==> src/hw/rtl/gtsc_pkg.sv <==
// shared types and codes for the grid tie synchronisation check
// used by every module of the block, depends on nothing
package gtsc_pkg;

    typedef enum logic [1:0] {
        MODE_ISLANDED       = 2'd0,
        MODE_GOING_TIED     = 2'd1,
        MODE_TIED           = 2'd2,
        MODE_GOING_ISLANDED = 2'd3
    } t_mode;

    typedef enum logic [1:0] {
        CMD_SAMPLE     = 2'd0,
        CMD_REQ_TIE    = 2'd1,
        CMD_REQ_ISLAND = 2'd2,
        CMD_UNTIE      = 2'd3
    } t_cmd;

    // configuration register indexes
    localparam logic CFG_PHASE_LIMIT   = 1'b0;
    localparam logic CFG_VOLTAGE_LIMIT = 1'b1;

    localparam int ERR_W = 16;

    typedef struct packed {
        logic        islanded_now;
        logic        tied_now;
        t_mode       mode;
    } t_result;

    // one window entry: phase and voltage error side by side
    typedef struct packed {
        logic signed [ERR_W-1:0] voltage;
        logic signed [ERR_W-1:0] phase;
    } t_entry;

endpackage

==> src/hw/rtl/gtsc_cell.sv <==
// one window cell: holds a phase/voltage error pair and hands it on
// depends on gtsc_pkg
module gtsc_cell (
    input  logic            i_clk,
    input  logic            i_shift,
    input  gtsc_pkg::t_entry i_entry,
    output gtsc_pkg::t_entry o_entry
);

    gtsc_pkg::t_entry r_entry;

    always_ff @(posedge i_clk) begin
        if (i_shift) begin
            r_entry <= i_entry;
        end
    end

    assign o_entry = r_entry;

endmodule

==> src/hw/rtl/gtsc_window.sv <==
// sliding window as a chain of cells, newest enters cell 0
// depends on gtsc_pkg and gtsc_cell
module gtsc_window #(
    parameter int WINDOW_DEPTH = 256
) (
    input  logic             i_clk,
    input  logic             i_shift,
    input  gtsc_pkg::t_entry i_entry,
    output gtsc_pkg::t_entry o_oldest
);

    gtsc_pkg::t_entry w_link [0:WINDOW_DEPTH];

    assign w_link[0] = i_entry;

    genvar g;
    generate
        for (g = 0; g < WINDOW_DEPTH; g++) begin : g_cell
            gtsc_cell u_cell (
                .i_clk   (i_clk),
                .i_shift (i_shift),
                .i_entry (w_link[g]),
                .o_entry (w_link[g+1])
            );
        end
    endgenerate

    // last cell holds the entry pushed WINDOW_DEPTH samples ago
    assign o_oldest = w_link[WINDOW_DEPTH];

endmodule

==> src/hw/rtl/grid_tie_sync_check.sv <==
// top level of the grid tie synchronisation check: mode controller,
// running sums and output skid; depends on gtsc_pkg and gtsc_window
//
// usage
//   slave channel: one request per command; s_axis_tuser carries the command
//   (sample, request tie, request island, untie step), s_axis_tdata the
//   phase error (bits 15:0) and voltage error (bits 31:16)
//   master channel: one result per request with the mode after it, a tied
//   flag and an islanded flag
//   config port: i_cfg_we writes the phase limit (index 0) or the voltage
//   limit (index 1); the limit is scaled by the window depth as it is stored
// timing
//   a request is worked out in the cycle it is accepted and its result is
//   registered in the output register, or in the skid stage while the master
//   side stalls; one request per cycle is sustained while results are taken
//   the window is a shift chain of cells, so the oldest entry is always at
//   the last cell and needs no memory read
// reset
//   mode islanded, window empty (fill count 0), sums and limits zero; cell
//   contents are not cleared but are never used before they are written
// stall
//   a stalled master side keeps its result; one more result is held in a
//   skid stage, and only then is s_axis_tready dropped
module grid_tie_sync_check #(
    parameter int WINDOW_DEPTH = 256
) (
    input  logic        i_clk,
    input  logic        i_rst_n,
    // slave request channel
    input  logic        s_axis_tvalid,
    output logic        s_axis_tready,
    input  logic [31:0] s_axis_tdata,  // phase_err[15:0], volt_err[31:16]
    input  logic [1:0]  s_axis_tuser,  // command[1:0]
    // master result channel
    output logic        m_axis_tvalid,
    input  logic        m_axis_tready,
    output logic [7:0]  m_axis_tdata,  // mode[1:0], tied_now[2], islanded_now[3], zero[7:4]
    // configuration write port
    input  logic        i_cfg_we,
    input  logic        i_cfg_addr,
    input  logic [15:0] i_cfg_data
);

    localparam int SUM_W = gtsc_pkg::ERR_W + $clog2(WINDOW_DEPTH);
    localparam int CNT_W = $clog2(WINDOW_DEPTH + 1);
    localparam logic [CNT_W-1:0] DEPTH_CNT = CNT_W'(WINDOW_DEPTH);
    localparam logic signed [SUM_W-1:0] DEPTH_S = SUM_W'(WINDOW_DEPTH);

    // scaled limits: limit times window depth
    logic signed [SUM_W-1:0] r_phase_lim;
    logic signed [SUM_W-1:0] r_volt_lim;

    gtsc_pkg::t_mode  r_mode, n_mode;
    logic [CNT_W-1:0] r_fill, n_fill;
    logic signed [SUM_W-1:0] r_phase_sum, n_phase_sum;
    logic signed [SUM_W-1:0] r_volt_sum, n_volt_sum;

    gtsc_pkg::t_result r_out, r_skid, w_res;
    logic r_out_vld, r_skid_vld;

    logic w_accept, w_push, w_full, w_full_next, w_pop;
    gtsc_pkg::t_cmd   w_cmd;
    gtsc_pkg::t_entry w_new, w_oldest;
    logic signed [SUM_W-1:0] w_cfg_ext, w_pe_ext, w_ve_ext, w_po_ext, w_vo_ext;

    assign s_axis_tready = !r_skid_vld;
    assign w_accept      = s_axis_tvalid && s_axis_tready;
    assign w_cmd         = gtsc_pkg::t_cmd'(s_axis_tuser);
    assign w_new.phase   = s_axis_tdata[15:0];
    assign w_new.voltage = s_axis_tdata[31:16];

    // a sample only counts while going tied
    assign w_push = w_accept && (w_cmd == gtsc_pkg::CMD_SAMPLE)
                    && (r_mode == gtsc_pkg::MODE_GOING_TIED);

    gtsc_window #(
        .WINDOW_DEPTH (WINDOW_DEPTH)
    ) u_window (
        .i_clk    (i_clk),
        .i_shift  (w_push),
        .i_entry  (w_new),
        .o_oldest (w_oldest)
    );

    // config: scale the limit once as it is written
    assign w_cfg_ext = {{(SUM_W-16){i_cfg_data[15]}}, i_cfg_data};

    always_ff @(posedge i_clk) begin
        if (!i_rst_n) begin
            r_phase_lim <= '0;
            r_volt_lim  <= '0;
        end else if (i_cfg_we) begin
            if (i_cfg_addr == gtsc_pkg::CFG_PHASE_LIMIT) begin
                r_phase_lim <= SUM_W'(w_cfg_ext * DEPTH_S);
            end else begin
                r_volt_lim  <= SUM_W'(w_cfg_ext * DEPTH_S);
            end
        end
    end

    // window fill and running sums
    assign w_full   = (r_fill == DEPTH_CNT);
    assign w_pe_ext = {{(SUM_W-16){w_new.phase[15]}}, w_new.phase};
    assign w_ve_ext = {{(SUM_W-16){w_new.voltage[15]}}, w_new.voltage};
    // oldest entry leaves the sum only once the window is full
    assign w_po_ext = w_full ? {{(SUM_W-16){w_oldest.phase[15]}}, w_oldest.phase} : '0;
    assign w_vo_ext = w_full ? {{(SUM_W-16){w_oldest.voltage[15]}}, w_oldest.voltage} : '0;

    always_comb begin
        n_fill      = r_fill;
        n_phase_sum = r_phase_sum;
        n_volt_sum  = r_volt_sum;
        if (w_push) begin
            if (!w_full) begin
                n_fill = r_fill + CNT_W'(1);
            end
            n_phase_sum = r_phase_sum + w_pe_ext - w_po_ext;
            n_volt_sum  = r_volt_sum + w_ve_ext - w_vo_ext;
        end
    end

    assign w_full_next = (n_fill == DEPTH_CNT);

    always_ff @(posedge i_clk) begin
        if (!i_rst_n) begin
            r_fill      <= '0;
            r_phase_sum <= '0;
            r_volt_sum  <= '0;
        end else begin
            r_fill      <= n_fill;
            r_phase_sum <= n_phase_sum;
            r_volt_sum  <= n_volt_sum;
        end
    end

    // mode state machine
    always_ff @(posedge i_clk) begin
        if (!i_rst_n) begin
            r_mode <= gtsc_pkg::MODE_ISLANDED;
        end else begin
            r_mode <= n_mode;
        end
    end

    always_comb begin
        n_mode             = r_mode;
        w_res.tied_now     = 1'b0;
        w_res.islanded_now = 1'b0;
        if (w_accept) begin
            unique case (r_mode)
                gtsc_pkg::MODE_ISLANDED: begin
                    if (w_cmd == gtsc_pkg::CMD_REQ_TIE) begin
                        n_mode = gtsc_pkg::MODE_GOING_TIED;
                    end
                end
                gtsc_pkg::MODE_GOING_TIED: begin
                    // tie once full and both averages sit below their limits
                    if (w_push && w_full_next && (n_phase_sum < r_phase_lim)
                        && (n_volt_sum < r_volt_lim)) begin
                        n_mode         = gtsc_pkg::MODE_TIED;
                        w_res.tied_now = 1'b1;
                    end
                end
                gtsc_pkg::MODE_TIED: begin
                    if (w_cmd == gtsc_pkg::CMD_REQ_ISLAND) begin
                        n_mode = gtsc_pkg::MODE_GOING_ISLANDED;
                    end
                end
                gtsc_pkg::MODE_GOING_ISLANDED: begin
                    if (w_cmd == gtsc_pkg::CMD_UNTIE) begin
                        n_mode             = gtsc_pkg::MODE_ISLANDED;
                        w_res.islanded_now = 1'b1;
                    end
                end
            endcase
        end
        w_res.mode = n_mode;
    end

    // output register plus skid stage
    assign w_pop = r_out_vld && m_axis_tready;

    always_ff @(posedge i_clk) begin
        if (!i_rst_n) begin
            r_out_vld  <= 1'b0;
            r_skid_vld <= 1'b0;
        end else if (!r_out_vld || w_pop) begin
            if (r_skid_vld) begin
                r_out_vld  <= 1'b1;
                r_skid_vld <= 1'b0;
            end else begin
                r_out_vld  <= w_accept;
            end
        end else if (w_accept) begin
            r_skid_vld <= 1'b1;
        end
    end

    always_ff @(posedge i_clk) begin
        if (!r_out_vld || w_pop) begin
            if (r_skid_vld) begin
                r_out <= r_skid;
            end else if (w_accept) begin
                r_out <= w_res;
            end
        end else if (w_accept) begin
            r_skid <= w_res;
        end
    end

    assign m_axis_tvalid = r_out_vld;
    assign m_axis_tdata  = {4'b0000, r_out.islanded_now, r_out.tied_now, r_out.mode};

    // a held skid result always has an older result ahead of it
    a_skid_behind_out: assert property (@(posedge i_clk) disable iff (!i_rst_n)
        r_skid_vld |-> r_out_vld)
        else $error("skid stage full with empty output register");

    // fill count never passes the window depth
    a_fill_bound: assert property (@(posedge i_clk) disable iff (!i_rst_n)
        r_fill <= DEPTH_CNT)
        else $error("window fill count beyond depth");

    // a tie only happens on a window that was full after the sample
    a_tie_needs_full: assert property (@(posedge i_clk) disable iff (!i_rst_n)
        (w_accept && w_res.tied_now) |=> (r_fill == DEPTH_CNT)
            && (r_mode == gtsc_pkg::MODE_TIED))
        else $error("tie without a full window");

    // a result that reports a tie carries the tied mode
    a_tied_mode: assert property (@(posedge i_clk) disable iff (!i_rst_n)
        (r_out_vld && r_out.tied_now) |-> (r_out.mode == gtsc_pkg::MODE_TIED))
        else $error("tied flag with wrong mode");

    // the window only moves while going tied
    a_push_mode: assert property (@(posedge i_clk) disable iff (!i_rst_n)
        (r_fill != $past(r_fill)) |-> ($past(r_mode) == gtsc_pkg::MODE_GOING_TIED))
        else $error("window filled outside going tied");

endmodule

==> config.mk <==
export PLATFORM = sky130hd
export DESIGN_NAME = grid_tie_sync_check
export DESIGN_NICKNAME = d
export VERILOG_FILES = /design/src/hw/rtl/gtsc_pkg.sv /design/src/hw/rtl/gtsc_cell.sv /design/src/hw/rtl/gtsc_window.sv /design/src/hw/rtl/grid_tie_sync_check.sv
export SDC_FILE = /design/constraint.sdc
export NUM_CORES = 2
export LEC_CHECK = 0
export ABC_AREA = 0
export BUFFER_PORTS_ARGS = -buffer_cell sky130_fd_sc_hd__clkbuf_2
export CAP_MARGIN = 20
export CORE_ASPECT_RATIO = 1.75
export CORE_MARGIN = 4
export CORE_UTILIZATION = 25
export CTS_BUF_LIST = sky130_fd_sc_hd__clkbuf_4
export CTS_CLUSTER_DIAMETER = 30
export DETAILED_ROUTE_END_ITERATION = 12
export SETUP_SLACK_MARGIN = 0.1
export SYNTH_ARGS = -nofsm -noshare
export SYNTH_HDL_FRONTEND = slang
export SYNTH_SLANG_ARGS = --single-unit
==> constraint.sdc <==
create_clock -name i_clk -period 268.3 [get_ports i_clk]
set_input_delay 26.83 -clock i_clk [delete_from_list [all_inputs] [get_ports i_clk]]
set_output_delay 26.83 -clock i_clk [all_outputs]
set_load 0.01 [all_outputs]
==> impl_metrics.csv <==
group,metric,value,unit
sta,setup-violations-final,0,
routing,drt_pre_antenna_iters,6,
grt,initial_antenna_violation_count,33,
sta,drv_slew,0,
logic_synthesis,netlist_instances,9384,
setup_path,cp_common_cell,"buf_4",
worst_hold_path,hold_class,"flop to flop",
floorplan,standard_cell_row_count,490,
routing,postRouteAntennaNets,0,
logic_synthesis,synth_edf_count,8200,
clock_tree,h_tree_level_count,7,
setup_path,worstPathMaxFanout,168,
sta,hold_violations,0,
power_and_ir_drop,p_leak,68.71,nW
grt,grt_max_degree,217,
logic_synthesis,synth_async_sr_flop_share,0,
sta,maxSlewHeadroom,0.1650,
floorplan,die_y,1344,um
routing,wl_per_cell,13.56,um
finish,synthToLayoutAreaGrowth,15.49,%
setup_path,worst_path_dominant_cell_family,"buffers and inverters",
logic_synthesis,synth.ff_latch_count,8293,
floorplan,io_pins,66,
clock_tree,clock-root-buffer,"clkbuf_4",
setup_path,cp-end-kind,"flop",
placed_design,port-buffer-count,61,
clock_tree,post_cts.resized_instances,0,
clock_tree,cts-hold-fix-buffers,0,
run,max_cap_viol_count,0,
clock_tree,cts_max_path_buffers,5,
routing,routed-via-count,93620,
clock_tree,clock_latency,1620,ps
finish,final_layout_size_suffix_gt1_frac,0.2212,
finish,final_cell_area,294600,um2
grt,first_global_vias,96600,
routing,drt_first_iter_violations,8424,
sta,timing.clock.skew,164.8,ps
clock_tree,tritoncts_clock_tree,"built",
sta,timing_worst_slew_pin_value,1253,ps
setup_path,critPathMaxStageDelay,850,ps
clock_tree,post-cts-setup-buffers,0,
status,status,"complete, no violations",
logic_synthesis,part_of_the_yosys_area_used_for_sequential_elements,0.9727,
grt,grt_first_pass_wirelength,544800,um
sta,grt_setup_unrepaired,"false",
routing,routed_via_density,3.595,
logic_synthesis,avgSynthCellArea,27.18,um2
placed_design,dp.final_hpwl,161500,um
finish,num-nets-final,11370,
logic_synthesis,netlist_area_before_placement,255100,um2
sta,tns,0,ps
logic_synthesis,synth-warning-count,0,
grt,globalRouteOverflowTotal,0,
sta,period_minus_slack,34270,ps
setup_path,timing.setup.critical_path_class,"input pin to flop",
logic_synthesis,synth.lib_cells_used.distinct,70,
sta,setup_ws,234030,ps
clock_tree,clk_pin_slew,80,ps
floorplan,die_width,771.5,um
setup_path,crit_path_start_kind,"input pin",
setup_path,path_buf_inv,10,
logic_synthesis,synth_most_common_cell,"edfxtp_1",
clock_tree,numClockSinks,8293,
floorplan,die_area,1037000,um2
routing,route.detailed.drc,0,
routing,routed_wl,353200,um
power_and_ir_drop,vdd_drop_max,0.005398,mV
setup_path,crit_chain,"clkbuf_2 -> or4b_4 -> or2_4 -> inv_8 -> buf_4 -> buf_4 -> buf_12 -> buf_4 -> buf_4 -> buf_4 -> buf_4 -> buf_4",
sta,finalCritPeriodShare,0.1277,
logic_synthesis,synth-main-ff-cell,"edfxtp_1",
sta,max_clock_freq,29.18,MHz
placed_design,dp_slack,232340,ps
logic_synthesis,ys_top_cells_by_area,"edfxtp_1, dfxtp_1, ha_1",
placed_design,post_dp_cell_area,273000,um2
setup_path,cpMaxStageDelayCell,"buf_4",
floorplan,area_of_the_placeable_core,1017000,um2
setup_path,worst-endpoint-required,269470,ps
grt,overall_track_demand_over_capacity_in_global_routing,0.06489,
placed_design,place_congestion,0.7375,
clock_tree,numCtsBuffers,1686,
logic_synthesis,synthDominantAreaCellType,"edfxtp_1",
logic_synthesis,synth.top_cell.area_share,0.9654,
setup_path,worstPathArrival,35440,ps
power_and_ir_drop,cellPowerDensity,7.899,nW/um2
floorplan,start_util,0.2508,
logic_synthesis,post_synth_most_frequent_cells,"edfxtp_1, inv_1, nand2_1",
[registers in the layout (all words and copies together), names as in the netlist]
name	flops
m_axis_tdata	4
r_volt_lim	16
r_mode	2
r_skid	4
r_phase_lim	16
r_fill	9
r_skid_vld	1
m_axis_tvalid	1
r_phase_sum	24
u_window.g_cell.u_cell.o_entry	8192
r_volt_sum	24
[routing by layer]
metal,global-route usage,part of all wire,vias up
li1,-,-,42380
met1,0.09418,0.50,48040
met2,0.08627,0.41,2404
met3,0.02126,0.062,786
met4,0.03177,0.030,18
met5,0,0.00038,-
[power breakdown]
group	internal [mW]	total [mW]	switching, mW
combinational	0.00440	0.0165	0.0121
clock	0.442	0.904	0.462
sequential	1.40	1.41	0.000735
[path summary, 6_finish.rpt]
| path | startpoint | to | slack (ps) | cells after the start |
|---|---|---|---|---|
| worst max-delay path | s_axis_tuser[0] | u_window.g_cell[136].u_cell.o_entry[31]$_DFFE_PP_ | 234030 | 12 |
| worst max register to register | r_mode[1]$_SDFF_PN0_ | u_window.g_cell[136].u_cell.o_entry[31]$_DFFE_PP_ | 259110 | 11 |
| worst min register to register | u_window.g_cell[59].u_cell.o_entry[27]$_DFFE_PP_ | u_window.g_cell[60].u_cell.o_entry[27]$_DFFE_PP_ | 280 | 0 |
| worst min-delay path | u_window.g_cell[59].u_cell.o_entry[27]$_DFFE_PP_ | u_window.g_cell[60].u_cell.o_entry[27]$_DFFE_PP_ | 280 | 0 |
[cells by family after synthesis]
family	count (synthesis)	synth area share
XOR/XNOR	36	0.001236
other	1	0.00001470
AND/OR/NAND/NOR	390	0.007481
buffers and inverters	261	0.003964
flip-flops	8293	0.9727
adder cells (fa/ha/maj)	128	0.007633
multiplexers	18	0.0007309
AO/OA/AOI/OAI	257	0.006201
[stage by stage]
stage | util | hold slack (ps) | power, mW | cells
after CTS | 0.2894 | 220.9 | 2.378 | 25970
after floorplan | - | 400.3 | 1.562 | 9387
after global routing | 0.2895 | 241.7 | 2.447 | 25990
after global placement | 0.2684 | 400.2 | 1.451 | 23030
final | 0.2896 | 280.8 | 2.327 | 26040
after detailed placement | 0.2684 | 404.5 | 1.451 | 23030
[area by class of cell]
cell class              instances  area (um2)
multi-input cells             833        5954
inverters                     216       818.3
flip-flops and latches       8293      248100
clock inverters               571        3545
repair buffers                160        1246
clock buffers                2373       17810
well taps                   13530       16930
diodes                         64       160.2
fillers                     98310      722500
[cells in the final DEF, fill, tap and decap left out, drive strengths merged, types with 32 or more instances in the layout]
cell       n
nand2    157
a21oi     95
clkbuf  2434
ha        82
clkinv   475
edfxtp  8200
bufinv    32
nor2      59
and2      54
diode     64
fa        46
dfxtp     93
inv      262
buf       99
o21ai     59
Power figures use the tool's default switching activity.
